### src/rtl/tcw_pkg.sv
// Shared constants, command codes and queue entry type of the text console writer.
package tcw_pkg;

  localparam int unsigned ROWS       = 25;
  localparam int unsigned COLS       = 80;
  localparam int unsigned CELL_COUNT = ROWS * COLS;
  localparam int unsigned MOVE_COUNT = CELL_COUNT - COLS;

  localparam int unsigned CMD_W  = 2;
  localparam int unsigned BYTE_W = 8;
  localparam int unsigned COL_W  = 7;
  localparam int unsigned ROW_W  = 5;
  localparam int unsigned CELL_W = 11;
  localparam int unsigned DATA_W = 2 * BYTE_W;

  localparam int unsigned QUEUE_DEPTH = 2;
  localparam int unsigned QPTR_W      = $clog2(QUEUE_DEPTH);

  localparam logic [BYTE_W-1:0] DEFAULT_ATTR = 8'h0f;
  localparam logic [BYTE_W-1:0] NEWLINE_CHAR = 8'h0a;
  localparam logic [BYTE_W-1:0] SPACE_CHAR   = 8'h20;

  typedef enum logic [CMD_W-1:0] {
    CMD_PUT   = 2'd0,
    CMD_CLEAR = 2'd1,
    CMD_READ  = 2'd2
  } cmd_e;

  typedef enum logic [2:0] {
    OP_PUT,
    OP_NEWLINE,
    OP_CLEAR,
    OP_READ,
    OP_NOP
  } op_e;

  typedef struct packed {
    op_e               op;
    logic [BYTE_W-1:0] character;
    logic [BYTE_W-1:0] attribute;
    logic              use_pos;
    logic [ROW_W-1:0]  row;
    logic [COL_W-1:0]  col;
    logic [CELL_W-1:0] idx;
  } q_item_t;

endpackage

### src/rtl/tcw_fifo.sv
// Short queue of decoded commands between front end and back end.
module tcw_fifo
  import tcw_pkg::*;
(
  input  logic    clk_i,
  input  logic    rst_ni,
  input  logic    push_i,
  input  q_item_t item_i,
  output logic    full_o,
  input  logic    pop_i,
  output logic    valid_o,
  output q_item_t item_o
);

  localparam int unsigned CNT_W = $clog2(QUEUE_DEPTH + 1);

  q_item_t           entries_q [QUEUE_DEPTH];
  logic [QPTR_W-1:0] wr_ptr_q;
  logic [QPTR_W-1:0] rd_ptr_q;
  logic [CNT_W-1:0]  count_q;

  assign full_o  = (count_q == CNT_W'(QUEUE_DEPTH));
  assign valid_o = (count_q != '0);
  assign item_o  = entries_q[rd_ptr_q];

  always_ff @(posedge clk_i) begin
    if (push_i) begin
      entries_q[wr_ptr_q] <= item_i;
    end
  end

  always_ff @(posedge clk_i or negedge rst_ni) begin
    if (!rst_ni) begin
      wr_ptr_q <= '0;
      rd_ptr_q <= '0;
      count_q  <= '0;
    end else begin
      if (push_i) begin
        wr_ptr_q <= (wr_ptr_q == QPTR_W'(QUEUE_DEPTH - 1)) ? '0 : wr_ptr_q + 1'b1;
      end
      if (pop_i) begin
        rd_ptr_q <= (rd_ptr_q == QPTR_W'(QUEUE_DEPTH - 1)) ? '0 : rd_ptr_q + 1'b1;
      end
      case ({push_i, pop_i})
        2'b10:   count_q <= count_q + 1'b1;
        2'b01:   count_q <= count_q - 1'b1;
        default: count_q <= count_q;
      endcase
    end
  end

endmodule

### config.mk
export PLATFORM = sky130hd
export DESIGN_NAME = tcw_fifo
export DESIGN_NICKNAME = d
export VERILOG_FILES = /design/src/rtl/tcw_pkg.sv /design/src/rtl/tcw_fifo.sv
export SDC_FILE = /design/constraint.sdc
export NUM_CORES = 1
export LEC_CHECK = 0
export ABC_AREA = 0
export BUFFER_PORTS_ARGS = -buffer_cell sky130_fd_sc_hd__buf_2
export CORE_ASPECT_RATIO = 0.8
export CORE_MARGIN = 2
export CORE_UTILIZATION = 47
export DETAILED_ROUTE_END_ITERATION = 8
export MAX_ROUTING_LAYER = met4
export PLACE_DENSITY = 0.72
export RECOVER_POWER = 100
export SLEW_MARGIN = 15
export SYNTH_ARGS = -nofsm -noshare
export SYNTH_HDL_FRONTEND = slang
export SYNTH_SLANG_ARGS = --single-unit
### constraint.sdc
create_clock -name clk_i -period 2.6 [get_ports clk_i]
set_input_delay 0.26 -clock clk_i [delete_from_list [all_inputs] [get_ports clk_i]]
set_output_delay 0.26 -clock clk_i [all_outputs]
set_load 0.02 [all_outputs]
==> results by group <==
Hold path
  – HP Start: item_i[21]
  – Hold crit path type: input pin to flip-flop

Routing
  – Vias: 1662
  – DRT Pass-1 Iters: 4
  – Routed Wire Length: roughly 5.4 mm
  – Initial DRC Count: 84
  – Post-DR wirelength/cell: 15.6 µm
  – Final ANT Viol Nets: 0
  – Via/cell ratio: ~4.8
  – Residual DRC: 0

Setup path
  – Critical path class: flip-flop to primary output
  – Critical R2R Launch: wr_ptr_q$_DFFE_PN0P_
  – Critical-path maximum fanout: 34
  – Critical Path Sink Type: primary output
  – CP Launch Type: flip-flop
  – CP Launch Point: rd_ptr_q$_DFFE_PN0P_
  – Crit path DAT: about 1.9 ns
  – WP data required: 2.34 ns

Yosys
  – EDFF count, synth: 86
  – Mapped Nets: just under 200
  – Dominant synthesized flop cell: edfxtp_1
  – Area fraction of the dominant cell type after synthesis: 74.0%
  – Synth warn: 0
  – Mapped Cells: 150
  – Largest area contributor in the netlist: edfxtp_1
  – Synthesized area: 0.00349 mm²
  – #FFs+latches synth: 90
  – Register area share after synthesis: 76.8%
  – Async S/R FF share, synth: 4.44%
  – Syn avg cell area: 23.3 µm²
  – Synth unique cells: 14
  – Synth top area cells: edfxtp_1, mux2_4, dfrtp_1

GRT
  – Largest net degree at the start of global routing: 35
  – First-pass GRT wire length: between 8 and 9 mm
  – Total grt overflow: 0
  – Initial antenna violation count: 0
  – Global-route total usage across every layer: 14.4%
  – Vias in the first global route: around 1700

Placed design
  – DP Area: 0.00404 mm²
  – I/O Buffers: 91
  – GPL Wtd Cong: 0.681
  – Hpwl dp: 3.69 mm

Die
  – Die height: 81.1 µm
  – Rows: 28
  – I/O pins: just over 90
  – Starting density of the core: 47.9%
  – Die outline area: between 0.008 and 0.009 mm²
  – Die width: 100 µm
  – Core area: 0.00729 mm²

CTS
  – Worst-path clk slew: 0.08 ns
  – CTS root buf: clkbuf_8
  – CTS tree: yes
  – Clk Latency, worst-skew pair: 0.34 ns
  – Clk buf depth: 2
  – CTS H-tree lvls: 3
  – CTS Buf Count: 9
  – CTS sink cnt: 90

Job
  – Max Cap Viol: 0

STA
  – Fin Setup TNS: 0 ns
  – Max Fclk: 463 MHz
  – Slew Limit Fails: 0
  – Final cycle utilization of the critical path: 83.0%
  – Hold Vio Cnt, Final: 0
  – Final Critical Period: 2.16 ns
  – Worst Max-Slew Pin Slew: 1.06 ns
  – Slew HR: approximately 29%
  – RSZ-0062 raised after global routing: no
  – Worst Skew: 0.00483 ns
  – Final Setup Violations: 0

Power and ir drop
  – VDD IR max: 0.571 mV
  – Lkg Pwr: 1.51 nW
  – Power density cells: approximately 1100 mW/mm²

Finish
  – Layout overhead on the synthesized area: 17.8%
  – Final #Nets: 299
  – Post-Layout Inst Area: 0.00411 mm²
  – Number of diodes: 0
  – Fill cells: 622
  – Share of layout cells above drive strength 1: between 30% and 40%

Run status
  – Status: finished, final reports clean
synth_stat cells, types with 2 or more instances:
| cell | number |
|---|---|
| edfxtp_1 | 86 |
| mux2_4 | 39 |
| buf_12 | 4 |
| dfrtp_1 | 4 |
| mux2_2 | 4 |
| xor2_1 | 3 |
| nor2_1 | 2 |
| xnor2_1 | 2 |
final timing paths:
kind                            cells after the start  slack [ns]                         end
worst min-delay path                                1        0.10  entries_q[0][21]$_DFFE_PP_
max in group asynchronous                           2        2.12        rd_ptr_q$_DFFE_PN0P_
min in group asynchronous                           2        0.29        wr_ptr_q$_DFFE_PN0P_
worst max register to register                      2        0.72  entries_q[1][18]$_DFFE_PP_
worst min register to register                      1        0.51      count_q[1]$_DFFE_PN0P_
worst max-delay path                                3        0.44                  item_o[16]
logic make-up (layout without fill, tap and decap cells):
kind of cell | Yosys count | count (layout) | synth area share (%)
buf+inv | 6 | 111 | 2.72
flops | 90 | 90 | 76.8
xor+xnor | 5 | 5 | 1.25
simple gates | 5 | 5 | 0.753
fa+ha+maj | 1 | 1 | 0.358
mux | 43 | 43 | 18.1
power breakdown:
group | internal (mW) | total (mW) | leakage, nW | switching (mW)
logic | 0.612 | 1.49 | 0.564 | 0.882
clock network | 0.529 | 0.967 | 0.0964 | 0.438
registers | 1.93 | 2.04 | 0.854 | 0.118
stage by stage:
stage	std cells	utilization, %	setup WS (ns)	power, mW	hold WS (ns)
3_5_place_dp	329	55.4	0.937	3.80	0.0738
2_1_floorplan	150	-	0.650	3.41	-0.0356
3_3_place_gp	329	55.4	0.941	3.78	0.0746
6_report	345	56.4	0.441	4.51	0.101
5_1_grt	345	56.4	0.309	4.73	0.0800
4_1_cts	345	58.4	0.549	4.78	0.0788
layout by cell type (no fill, tap or decap):
master,n
dfrtp_1,4
mux2_1,16
bufinv_16,2
inv_1,1
mux2_4,23
and2_2,1
clkbuf_1,47
nor2b_1,1
mux2_2,4
clkinv_1,2
dlygate4sd3_1,1
buf_1,1
ha_1,1
buf_12,2
clkbuf_2,1
or2_2,1
xnor2_1,2
clkinvlp_4,2
xor2_1,3
nor2_1,1
buf_2,43
clkbuf_8,9
edfxtp_1,86
nor2_2,1
flip-flops by register name, indices dropped and copies added (netlist names):
signal,flops
rd_ptr_q,1
wr_ptr_q,1
count_q,2
entries_q,86
timing repair:
action,CTS,global route
resized for setup,0,0
buffers inserted,0,0
hold endpoints to repair,4,0
hold buffers,1,0
setup endpoints to repair,0,0
worst max-delay path, stage by stage (launching register included):
cell and delay [ns]:
dfrtp_1 0.67, buf_12 0.31, mux2_1 0.37, buf_2 0.17
cell type report:
cell class                 count  area [µm²]  area share [%]
sequential                    90        2680            65.2
multi-input combinational     54         657            16.0
timing repair buffer          95         450            11.0
clock buffer                   9         124            3.01
tap                           90         113            2.74
clock inverter                 6        82.6            2.01
inverter                       1        3.75          0.0913
per-layer routing:
| metal | vias up | wire length [µm] | global-route usage (%) | share of wire, % |
|---|---|---|---|---|
| li1 | 780 | - | - | - |
| met1 | 811 | 2390 | 18.6 | 44 |
| met2 | 66 | 2520 | 21.3 | 47 |
| met3 | 5 | 448 | 6.45 | 8.3 |
| met4 | 0 | 35 | 2.88 | 0.65 |
| met5 | - | 0 | - | 0 |
(Power assumes the default switching activity.)
