===== config.mk =====
export PLATFORM = sky130hd
export DESIGN_NAME = tcw_front_flat
export DESIGN_NICKNAME = d
export VERILOG_FILES = /design/src/rtl/tcw_pkg.sv /design/src/rtl/tcw_if.sv /design/src/rtl/tcw_front.sv /design/src/flat_wrapper.sv
export SDC_FILE = /design/constraint.sdc
export NUM_CORES = 1
export LEC_CHECK = 0
export ABC_AREA = 1
export BUFFER_PORTS_ARGS = -buffer_cell sky130_fd_sc_hd__buf_2
export CORE_UTILIZATION = 32
export DETAILED_ROUTE_END_ITERATION = 7
export PLACE_DENSITY = 0.8
export SETUP_SLACK_MARGIN = 0.05
export SLEW_MARGIN = 10
export SYNTH_ARGS = -nofsm -noshare
export SYNTH_HDL_FRONTEND = slang
export SYNTH_SLANG_ARGS = --single-unit

===== constraint.sdc =====
create_clock -name vclk -period 1.7
set_input_delay 0.085 -clock vclk [all_inputs]
set_output_delay 0.085 -clock vclk [all_outputs]
set_load 0.05 [all_outputs]

===== src/rtl/tcw_pkg.sv =====
// Shared constants, command codes and queue entry type of the text console writer.
package tcw_pkg;

  localparam int unsigned ROWS       = 25;
  localparam int unsigned COLS       = 80;
  localparam int unsigned CELL_COUNT = ROWS * COLS;
  localparam int unsigned MOVE_COUNT = CELL_COUNT - COLS;

  localparam int unsigned CMD_W  = 2;
  localparam int unsigned BYTE_W = 8;
  localparam int unsigned COL_W  = 7;
  localparam int unsigned ROW_W  = 5;
  localparam int unsigned CELL_W = 11;
  localparam int unsigned DATA_W = 2 * BYTE_W;

  localparam int unsigned QUEUE_DEPTH = 2;
  localparam int unsigned QPTR_W      = $clog2(QUEUE_DEPTH);

  localparam logic [BYTE_W-1:0] DEFAULT_ATTR = 8'h0f;
  localparam logic [BYTE_W-1:0] NEWLINE_CHAR = 8'h0a;
  localparam logic [BYTE_W-1:0] SPACE_CHAR   = 8'h20;

  typedef enum logic [CMD_W-1:0] {
    CMD_PUT   = 2'd0,
    CMD_CLEAR = 2'd1,
    CMD_READ  = 2'd2
  } cmd_e;

  typedef enum logic [2:0] {
    OP_PUT,
    OP_NEWLINE,
    OP_CLEAR,
    OP_READ,
    OP_NOP
  } op_e;

  typedef struct packed {
    op_e               op;
    logic [BYTE_W-1:0] character;
    logic [BYTE_W-1:0] attribute;
    logic              use_pos;
    logic [ROW_W-1:0]  row;
    logic [COL_W-1:0]  col;
    logic [CELL_W-1:0] idx;
  } q_item_t;

endpackage


===== src/rtl/tcw_if.sv =====
// Command and result channel interfaces of the text console writer.
interface tcw_cmd_if;
  import tcw_pkg::*;
  logic                valid;
  logic                ready;
  logic [CMD_W-1:0]    cmd;
  logic [BYTE_W-1:0]   character;
  logic [BYTE_W-1:0]   attribute;
  logic                use_position;
  logic [COL_W-1:0]    column;
  logic [ROW_W-1:0]    line;

  modport source (output valid, cmd, character, attribute, use_position, column, line,
                  input ready);
  modport sink (input valid, cmd, character, attribute, use_position, column, line,
                output ready);
endinterface



===== src/rtl/tcw_front.sv =====
// Front end: accepts commands, decodes them and resolves the given position.
module tcw_front
  import tcw_pkg::*;
(
  tcw_cmd_if.sink     cmd_i,
  input  logic        full_i,
  output logic        push_o,
  output q_item_t     item_o
);

  logic [COL_W-1:0] col_sat;
  logic [ROW_W-1:0] row_sat;

  assign cmd_i.ready = !full_i;
  assign push_o      = cmd_i.valid && !full_i;

  always_comb begin
    col_sat = (cmd_i.column >= COL_W'(COLS)) ? COL_W'(COLS - 1) : cmd_i.column;
    row_sat = (cmd_i.line >= ROW_W'(ROWS)) ? ROW_W'(ROWS - 1) : cmd_i.line;

    item_o.character = cmd_i.character;
    item_o.attribute = (cmd_i.attribute == '0) ? DEFAULT_ATTR : cmd_i.attribute;
    item_o.use_pos   = cmd_i.use_position;
    item_o.row       = row_sat;
    item_o.col       = col_sat;
    item_o.idx       = CELL_W'(CELL_W'(row_sat) * CELL_W'(COLS)) + CELL_W'(col_sat);

    case (cmd_i.cmd)
      CMD_PUT:   item_o.op = (cmd_i.character == NEWLINE_CHAR) ? OP_NEWLINE : OP_PUT;
      CMD_CLEAR: item_o.op = OP_CLEAR;
      CMD_READ:  item_o.op = OP_READ;
      default:   item_o.op = OP_NOP;
    endcase
  end

endmodule


===== src/flat_wrapper.sv =====
// flat-port wrapper written by rule: the top's interface ports become plain ports
module tcw_front_flat import tcw_pkg::*;
  (full_i, push_o, item_o, cmd_i_valid, cmd_i_cmd, cmd_i_character, cmd_i_attribute, cmd_i_use_position, cmd_i_column, cmd_i_line, cmd_i_ready);
  tcw_cmd_if cmd_i_i ();
  input  logic full_i;
  output logic push_o;
  output q_item_t item_o;
  input wire logic [$bits(cmd_i_i.valid)-1:0] cmd_i_valid;
  input wire logic [$bits(cmd_i_i.cmd)-1:0] cmd_i_cmd;
  input wire logic [$bits(cmd_i_i.character)-1:0] cmd_i_character;
  input wire logic [$bits(cmd_i_i.attribute)-1:0] cmd_i_attribute;
  input wire logic [$bits(cmd_i_i.use_position)-1:0] cmd_i_use_position;
  input wire logic [$bits(cmd_i_i.column)-1:0] cmd_i_column;
  input wire logic [$bits(cmd_i_i.line)-1:0] cmd_i_line;
  output wire logic [$bits(cmd_i_i.ready)-1:0] cmd_i_ready;
  assign cmd_i_i.valid = cmd_i_valid;
  assign cmd_i_i.cmd = cmd_i_cmd;
  assign cmd_i_i.character = cmd_i_character;
  assign cmd_i_i.attribute = cmd_i_attribute;
  assign cmd_i_i.use_position = cmd_i_use_position;
  assign cmd_i_i.column = cmd_i_column;
  assign cmd_i_i.line = cmd_i_line;
  assign cmd_i_ready = cmd_i_i.ready;
  tcw_front u_core (.cmd_i(cmd_i_i), .full_i(full_i), .push_o(push_o), .item_o(item_o));
endmodule

==> metrics.txt, run 1 <==
Max-cap violations=0; antenna violations before repair=0; DR WL/cell=9.65 um; hold path startpoint=cmd_i_use_position; initial DRC count=6; row count=16; Post-route DRC=0; Static Leak=0.811 nW; GRT Util Overall=0.173; min-delay worst type=primary input to primary output; synthesis warning total=0; Clock buffer cells=0; layout cells sized above 1=0.662; Critical Path AT=1.90 ns; Slowest-stage cell, CP=fa_2; CP delay by family, top=adder cells; Pwr Total=0.808 mW; CTS Hold Bufs=0; worst path bufs/invs=3; vias per cell=4.34; complex-gate fraction of the synthesized area=0.0591; Pint=0.287 mW; WHS=0.170 ns; Horiz. Die Dim=48.0 um; Final Hold Viols=0; post-detailed-route count of antenna-violating nets=0; post-synthesis mux area share=0; PortBufs=76; HPWL Detailed=1.77 mm; placed cells=224; Final Max Slew Viols=0; Starting Density=0.342; Peak VDD IR=0.335 mV; largest family of logic cells by synthesized area=buffers and inverters; DIE HEIGHT=48.0 um; antenna cells=0; Critical Path Max Stage Delay=0.56 ns; Rel. slew slack=0.831; Post-Layout Cell Count=225; post-synthesis sequential area ratio=0; WP data required=1.62 ns; Post-Synth XOR/XNOR Area=0.0388; Mapped Nets=166; die area=2300 um2; syn_area_per_cell=5.55 um2; unrepaired setup endpoints after global routing=yes; GR Overflow Total=0; final worst path period share=1.17; Logic pwr share=1.000; PwrDens=577 nW/um2; Setup Viol. Count Final=4; vias in the first global route=809; Layout Utilization=0.706; Sw Ratio=0.644; Vias=977; Distinct cells, synth=22; Worst Hold Depth=0; Synth Area in Adders=0.226; first-pass GRT wire length=2.95 mm; Worst Tran Pin Value=0.255 ns; I/O pin cnt=78; seq_cells=0; area delta synth->final=107%; Synth Cell Area=677 um2; pin count of the biggest net entering global routing=6; endpoint class of the critical path=primary output; First-pass DRT Iterations=4; # nets final=244; crit path kind=primary input to primary output; area occupied by registers=0 um2; kind of start point of the critical path=primary input; PnR worst setup slack=-0.281 ns; Routability Congestion=0.786; Max Fclk=505 MHz; Routed WL=2.17 mm; status=finished, violations left; Core Area=1980 um2; Crit Path Max Fanout=3; Net Switching=0.520 mW; Worst Hold Endpoint=item_o[23]; Clock Power Share=0; crit path cell chain=buf_6 > nor2_4 > a21oi_4 > nor2_4 > ha_4 > ha_4 > fa_2 > nand2_1 > inv_2 > nand2_2 > nand2_2 > nand2_4 > buf_8; Mapped Cells=122; Sequential Power Share=0; Post-Synth Simple-Gate Area=0.333; failing checks=negative setup slack; Min Clock Period, post-route=1.98 ns
-- how the worst max path moves through the flow --
stage               slack [ns]  cells after the start          to          start
floorplan                -0.42                     11   item_o[9]  cmd_i_line[2]
global placement         -0.36                     12  item_o[10]  cmd_i_line[2]
detailed placement       -0.40                     12  item_o[10]  cmd_i_line[2]
CTS                      -0.24                     13   item_o[9]  cmd_i_line[1]
global route             -0.35                     13   item_o[9]  cmd_i_line[1]
finish                   -0.28                     13   item_o[9]  cmd_i_line[1]
-- layout by cell type (no fill, tap or decap), drive strengths merged, types with 3 or more instances in the layout --
cell type  Yosys  routed
buf           13      96
inv           29      26
nand2         24      24
nor2          14      14
ha             9       9
nand3          8       8
o21ai          4       4
clkinvlp       0       3
-- power groups by stage --
stage               Clock [mW]  Combinational (mW)  Sequential, mW
floorplan                    0               0.574               0
global placement             0               0.716               0
detailed placement           0               0.732               0
CTS                          0               0.795               0
global route                 0               0.861               0
finish                       0               0.808               0
-- through the flow --
step / instance area, um2 / worst slack (ns) / TNS (ns)
detailed placement: 1280 / -0.404 / -1.42
CTS: 1370 / -0.235 / -0.711
floorplan: 845 / -0.423 / -1.35
global route: 1400 / -0.346 / -1.24
finish: 1400 / -0.281 / -0.826
global placement: 1280 / -0.362 / -1.25
-- synthesized netlist by cell type --
cell,number,share of area
a21oi_1,2,0.015
buf_4,13,0.14
clkbuf_1,7,0.039
fa_1,2,0.059
ha_1,9,0.17
inv_1,28,0.16
inv_2,1,0.0055
nand2_1,23,0.13
nand2_2,1,0.0092
nand3_1,8,0.059
nand3b_1,1,0.011
nand4_1,2,0.018
nor2_1,13,0.072
nor2_2,1,0.0092
nor3_1,1,0.0074
o21ai_0,2,0.015
o21ai_1,1,0.0074
o21ai_2,1,0.013
o22ai_1,1,0.0092
or2_2,2,0.018
xnor2_1,1,0.013
xor2_1,2,0.026
-- cells by family after synthesis --
logic type	count (synthesis)
AND/OR/NAND/NOR	52
buffers and inverters	49
adder cells (fa/ha/maj)	11
AO/OA/AOI/OAI	7
XOR/XNOR	3
-- timing repair --
action                     CTS  global route
setup endpoints to repair    5             6
setup buffers                1             0
gates cloned                 0             0
pin swaps                   15             3
gates resized for setup     22             9
-- layout make-up --
cell class                 count  area (um2)
timing repair buffer          96         614
multi-input combinational     73         629
fill                         170         582
tap                           27        33.8
inverter                      29         123
-- per-layer routing --
layer	wire, um	vias to the layer above	track usage
li1	-	502	-
met3	130	0	0.0151
met4	0	0	0.0167
met5	0	-	0
met1	724	437	0.167
met2	1320	38	0.386
Note: power is estimated with default switching activity, not from simulation.
==> run 2, diff against run 1 <==
Settings changed: CORE_UTILIZATION 32 to 36, PLACE_DENSITY 0.8 to 0.86.
Clock period 1.7 ns to 2 ns, I/O delays scaled along.
==> run 2 against run 1 <==
The flow now finishes without violations. Via count shrank 2.7%. Hold slack gained 0.030 ns. Critical path depth shrank 3. Largest power group unchanged.
==> metrics.txt, run 2 (synthesized netlist as in run 1, its figures left out) <==
status=completed; DR WL/cell=9.93 um (+2.9%); DIE HEIGHT=45.4 um (-5.5%); Final Max Slew Viols=0 (unchanged); Starting Density=0.388 (+0.0463); Peak VDD IR=0.285 mV (-15%); Pint=0.210 mW (-27%); final worst path period share=0.981; Clock buffer cells=0 (unchanged); Rel. slew slack=0.829 (-0.00202); crit path kind=primary input to primary output; # nets final=238 (-2.5%); Max Fclk=510 MHz; row count=15 (-1); Clock Power Share=0 (unchanged); Sw Ratio=0.670 (+0.0260); vias in the first global route=870 (+7.5%); Vias=951 (-2.7%); Net Switching=0.427 mW (-18%); cell area after layout=1280 um2 (-8.8%); crit path cell chain=buf_6 > nor2_4 > a21oi_2 > nor2_4 > ha_4 > ha_4 > fa_2 > buf_4 > xor2_4 > buf_6; unrepaired setup endpoints after global routing=yes; WP data required=1.90 ns (+0.28 ns); post-detailed-route count of antenna-violating nets=0 (unchanged); vias per cell=4.38 (+0.93%); Routed WL=2.15 mm (-0.78%); area delta synth->final=88.7%; Critical Path AT=1.86 ns (-0.04 ns); Crit Path Max Fanout=3 (unchanged); Critical Path Sink=item_o[8]; PortBufs=76 (unchanged); seq_cells=0 (unchanged); Routability Congestion=0.754 (-4.2%); Min Clock Period, post-route=1.96 ns; GRT Util Overall=0.218 (+0.0458); WHS=0.200 ns (+0.0300 ns); Worst Tran Pin Value=0.258 ns (+0.00305 ns); kind of start point of the critical path=primary input; initial DRC count=7 (+1); min-delay worst type=primary input to primary output; Horiz. Die Dim=45.4 um (-5.5%); Critical Path Max Stage Delay=0.57 ns (about the same); area occupied by registers=0 um2 (unchanged); First-pass DRT Iterations=4 (unchanged); Post-route DRC=0 (unchanged); I/O pin cnt=78 (unchanged); Sequential Power Share=0 (unchanged); most common cell after layout, fill and taps aside=buf_2; worst setup path start=cmd_i_line[1]; PwrDens=499 nW/um2 (-14%); Final Hold Viols=0 (unchanged); HPWL Detailed=1.86 mm (+5.3%); Logic pwr share=1.000 (about the same); first-pass GRT wire length=3.37 mm (+14%); antenna cells=0 (unchanged); Setup Viol. Count Final=0 (-4); Core Area=1750 um2 (-12%); pin count of the biggest net entering global routing=6 (unchanged); antenna violations before repair=0 (unchanged); Layout Utilization=0.732 (+0.0255); Static Leak=0.774 nW (-4.5%); GR Overflow Total=0 (unchanged); commonest non-fill, non-tap cells in the layout=buf_2, inv_1, buf_4; Slowest-stage cell, CP=fa_2; Placed Area=1180 um2 (-7.8%); endpoint class of the critical path=primary output; die area=2060 um2 (-11%); Max-cap violations=0 (unchanged); layout cells sized above 1=0.635 (-0.0262)
==> run 2: changes by cell type in the layout (fill, tap and decap cells not counted), sizes merged <==
cell	before	now
clkinvlp	3	1
clkbuf	0	1
buf	96	89
inv	26	28
==> run 2: critical path, delay by kind of cell <==
kind | cells | cell delay [ns]
adders and majority gates | 3 | 0.95
buffers and inverters | 3 | 0.41
and+or+nand+nor | 2 | 0.21
xor gates and xnor gates | 1 | 0.13
AOI/OAI and AO/OA | 1 | 0.07
==> run 2: area by class of cell <==
type	instances	area [um2]
Inverter	29	113
Timing Repair Buffer	90	539
Tap cell	25	31.3
Multi-Input combinational cell	73	594
Fill cell	151	468
==> run 2: per-stage QoR <==
step | setup TNS (ns) | total power, mW | cells | setup WS [ns]
finish | 0 | 0.637 | 217 | 0.0375
global route | -0.146 | 0.677 | 217 | -0.0537
CTS | 0 | 0.623 | 217 | 0.0310
detailed placement | -0.388 | 0.589 | 216 | -0.147
global placement | -0.247 | 0.577 | 216 | -0.0926
floorplan | -0.466 | 0.464 | 122 | -0.154
==> run 2: power by group through the flow <==
stage / sequential (mW) / clock, mW / combinational, mW
after floorplan: 0 / 0 / 0.464
after global placement: 0 / 0 / 0.577
after detailed placement: 0 / 0 / 0.589
after CTS: 0 / 0 / 0.623
after global routing: 0 / 0 / 0.677
final: 0 / 0 / 0.637
==> run 2: worst min-delay path by stage <==
stage	start	end	slack, ns	depth (start not counted)
after floorplan	cmd_i_line[0]	item_o[18]	0.36	2
after global placement	cmd_i_use_position	item_o[23]	0.20	0
after detailed placement	cmd_i_use_position	item_o[23]	0.20	0
after CTS	cmd_i_use_position	item_o[23]	0.20	0
after global routing	cmd_i_use_position	item_o[23]	0.20	0
final	cmd_i_use_position	item_o[23]	0.20	0
==> run 2: what timing repair did <==
action / in CTS / in global routing
endpoints found under the setup margin: 3 / 4
resized for setup: 14 / 11
hold buffers: 0 / 0
pin swaps: 10 / 2
buffers inserted: 1 / 0
==> run 2: routing by layer <==
layer / track usage / part of all wire / vias to the layer above
li1: - / - / 489
met1: 0.210 / 0.35 / 426
met2: 0.484 / 0.61 / 32
met3: 0.00800 / 0.029 / 4
met4: 0.0485 / 0.016 / 0
met5: 0 / 0 / -
==> run 3, diff against run 2 <==
Settings changed: ABC_AREA 1 to 0, CORE_UTILIZATION 36 to 34, PLACE_DENSITY 0.86 to 0.85.
==> run 3 against run 2 <==
The flow now finishes with violations (negative setup slack). Cell area fell by 1.8%. Sequential share of layout area did not move. Combinational power rose by 5.0%. Clock-buffer cell count did not move. Total power rose by 5.1%. Global-route usage rose by 4.3 points. Critical path depth rose by 1. Cell count fell by 17%. Die area fell by 3.7%. Via count fell by 7.7%. First-iteration DRC count rose by 57%. Hold slack barely moved.
==> metrics.txt, run 3 <==
status=finished, violations left; failing checks=negative setup slack; First-pass DRT Iterations=4 (unchanged); leading area contributor after synthesis=ha_1; antenna violations before repair=0 (unchanged); Pwr Total=0.669 mW (+5.1%); final worst path period share=1.08 (+0.0943); WHS=0.200 ns (+0.00000800 ns); initial DRC count=11 (+4); crit path kind=primary input to primary output; WP data required=1.90 ns (about the same); vias per cell=4.85 (+11%); Core Area=1590 um2 (-8.7%); Critical Path AT=2.05 ns (+0.19 ns); Worst Tran Pin Value=0.423 ns (+0.165 ns); count leader, synth=buf_4; PnR worst setup slack=-0.151 ns (-0.189 ns); pin count of the biggest net entering global routing=6 (unchanged); Synth area leaders=ha_1, buf_4, xnor2_1; syn_area_per_cell=7.31 um2 (+32%); vias in the first global route=900 (+3.4%); Rel. slew slack=0.716 (-0.113); most common cell after layout, fill and taps aside=buf_2; unrepaired setup endpoints after global routing=yes; Max-cap violations=0 (unchanged); Horiz. Die Dim=44.5 um (-1.9%); layout cells sized above 1=0.745 (+0.110); row count=14 (-1); Final Max Slew Viols=0 (unchanged); min-delay worst type=primary input to primary output; post-synthesis sequential area ratio=0 (unchanged); HPWL Detailed=1.71 mm (-8.0%); Routed WL=2.66 mm (+23%); share of the synthesized area in the top cell type=0.183 (+0.0169); endpoint class of the critical path=primary output; Starting Density=0.385 (-0.00241); Distinct cells, synth=24 (+9.1%); Min Clock Period, post-route=2.15 ns (+0.189 ns); Post-synth top cells=buf_4, ha_1, inv_1; DR WL/cell=14.7 um (+48%); Peak VDD IR=0.552 mV (+94%); Max Fclk=465 MHz (-8.8%); worst setup path start=cmd_i_line[3]; Post-Place Setup Slack=-0.339 ns (-0.192 ns); I/O pin cnt=78 (unchanged); Clock buffer cells=0 (unchanged); Mapped Nets=128 (-23%); area delta synth->final=104%; final setup TNS=-0.250 ns (-0.250 ns); DIE HEIGHT=44.5 um (-1.9%); Crit Path Max Fanout=5 (+2); post-detailed-route count of antenna-violating nets=0 (unchanged); die area=1980 um2 (-3.7%); GR Overflow Total=0 (unchanged); Setup Viol. Count Final=3 (+3); GRT Util Overall=0.261 (+0.0425); PwrDens=533 nW/um2 (+6.9%); Static Leak=0.697 nW (-10%); seq_cells=0 (unchanged); kind of start point of the critical path=primary input; Critical Path Sink=item_o[10]; Post-route DRC=0 (unchanged); first-pass GRT wire length=3.87 mm (+15%); Synth Cell Area=614 um2 (-9.2%); PortBufs=76 (unchanged); CTS Hold Bufs=0 (unchanged); Final Hold Viols=0 (unchanged); area occupied by registers=0 um2 (unchanged); # nets final=203 (-15%); Layout Utilization=0.787 (+0.0554); commonest non-fill, non-tap cells in the layout=buf_2, buf_4, inv_1; Routability Congestion=0.678 (-10%); Mapped Cells=84 (-31%); antenna cells=0 (unchanged); synthesis warning total=0 (unchanged); Vias=878 (-7.7%)
run 3: cell types whose count changed after synthesis, moves of 3 or more:
cell	change
nand2b_1	+5
xnor2_1	+5
nand3_1	-8
nand2_1	-20
inv_1	-19
nor2b_1	+3
nor2_1	-10
run 3: cell families after synthesis:
logic type               share of synthesized area
buffers and inverters                        0.267
adder cells (fa/ha/maj)                      0.248
XOR/XNOR                                     0.114
AND/OR/NAND/NOR                              0.230
AO/OA/AOI/OAI                                0.141
run 3: layer usage:
layer  vias up  share of wire  track usage  wire (um)
met3        12          0.063       0.0204        168
met4         0          0.050        0.109        133
met2        57           0.56        0.553       1480
met1       401           0.33        0.246        880
li1        408              -            -          -
met5         -              0            0          0
run 3: final cells by class:
type,count,area [um2]
Timing Repair Buffer,93,557
Fill cell,107,339
Inverter,9,37.5
Multi-Input combinational cell,55,631
Tap cell,24,30.0
run 3: through the flow:
stage | instances | instance area [um2]
detailed placement | 177 | 1120
finish | 181 | 1250
global placement | 177 | 1120
global route | 181 | 1250
CTS | 181 | 1220
floorplan | 84 | 739
run 3: power by group:
group | total, mW | switching [mW] | internal (mW) | leakage, nW
sequential | 0 | 0 | 0 | 0
clock | 0 | 0 | 0 | 0
combinational | 0.669 | 0.434 | 0.235 | 0.697
total | 0.669 | 0.434 | 0.235 | 0.697
run 3: worst min-delay path by stage:
stage	cells after the start	endpoint	slack (ns)	from
3_5_place_dp	0	item_o[23]	0.20	cmd_i_use_position
5_1_grt	0	item_o[23]	0.20	cmd_i_use_position
6_report	0	item_o[23]	0.20	cmd_i_use_position
2_1_floorplan	1	item_o[15]	0.26	cmd_i_column[6]
3_3_place_gp	0	item_o[23]	0.20	cmd_i_use_position
4_1_cts	0	item_o[23]	0.20	cmd_i_use_position
run 3: critical path, cell delays in order:
cell,delay (ns)
buf_8,0.09
nand2_8,0.06
nand2_4,0.06
clkinvlp_4,0.10
ha_4,0.23
ha_4,0.16
fa_2,0.58
o2111ai_4,0.14
xnor2_2,0.21
xnor2_2,0.14
buf_6,0.18
run 3: what timing repair did:
action                                  CTS  global route
endpoints found under the setup margin    3             4
setup buffers                             4             0
resized for setup                        21             6
pin swaps                                 6             4
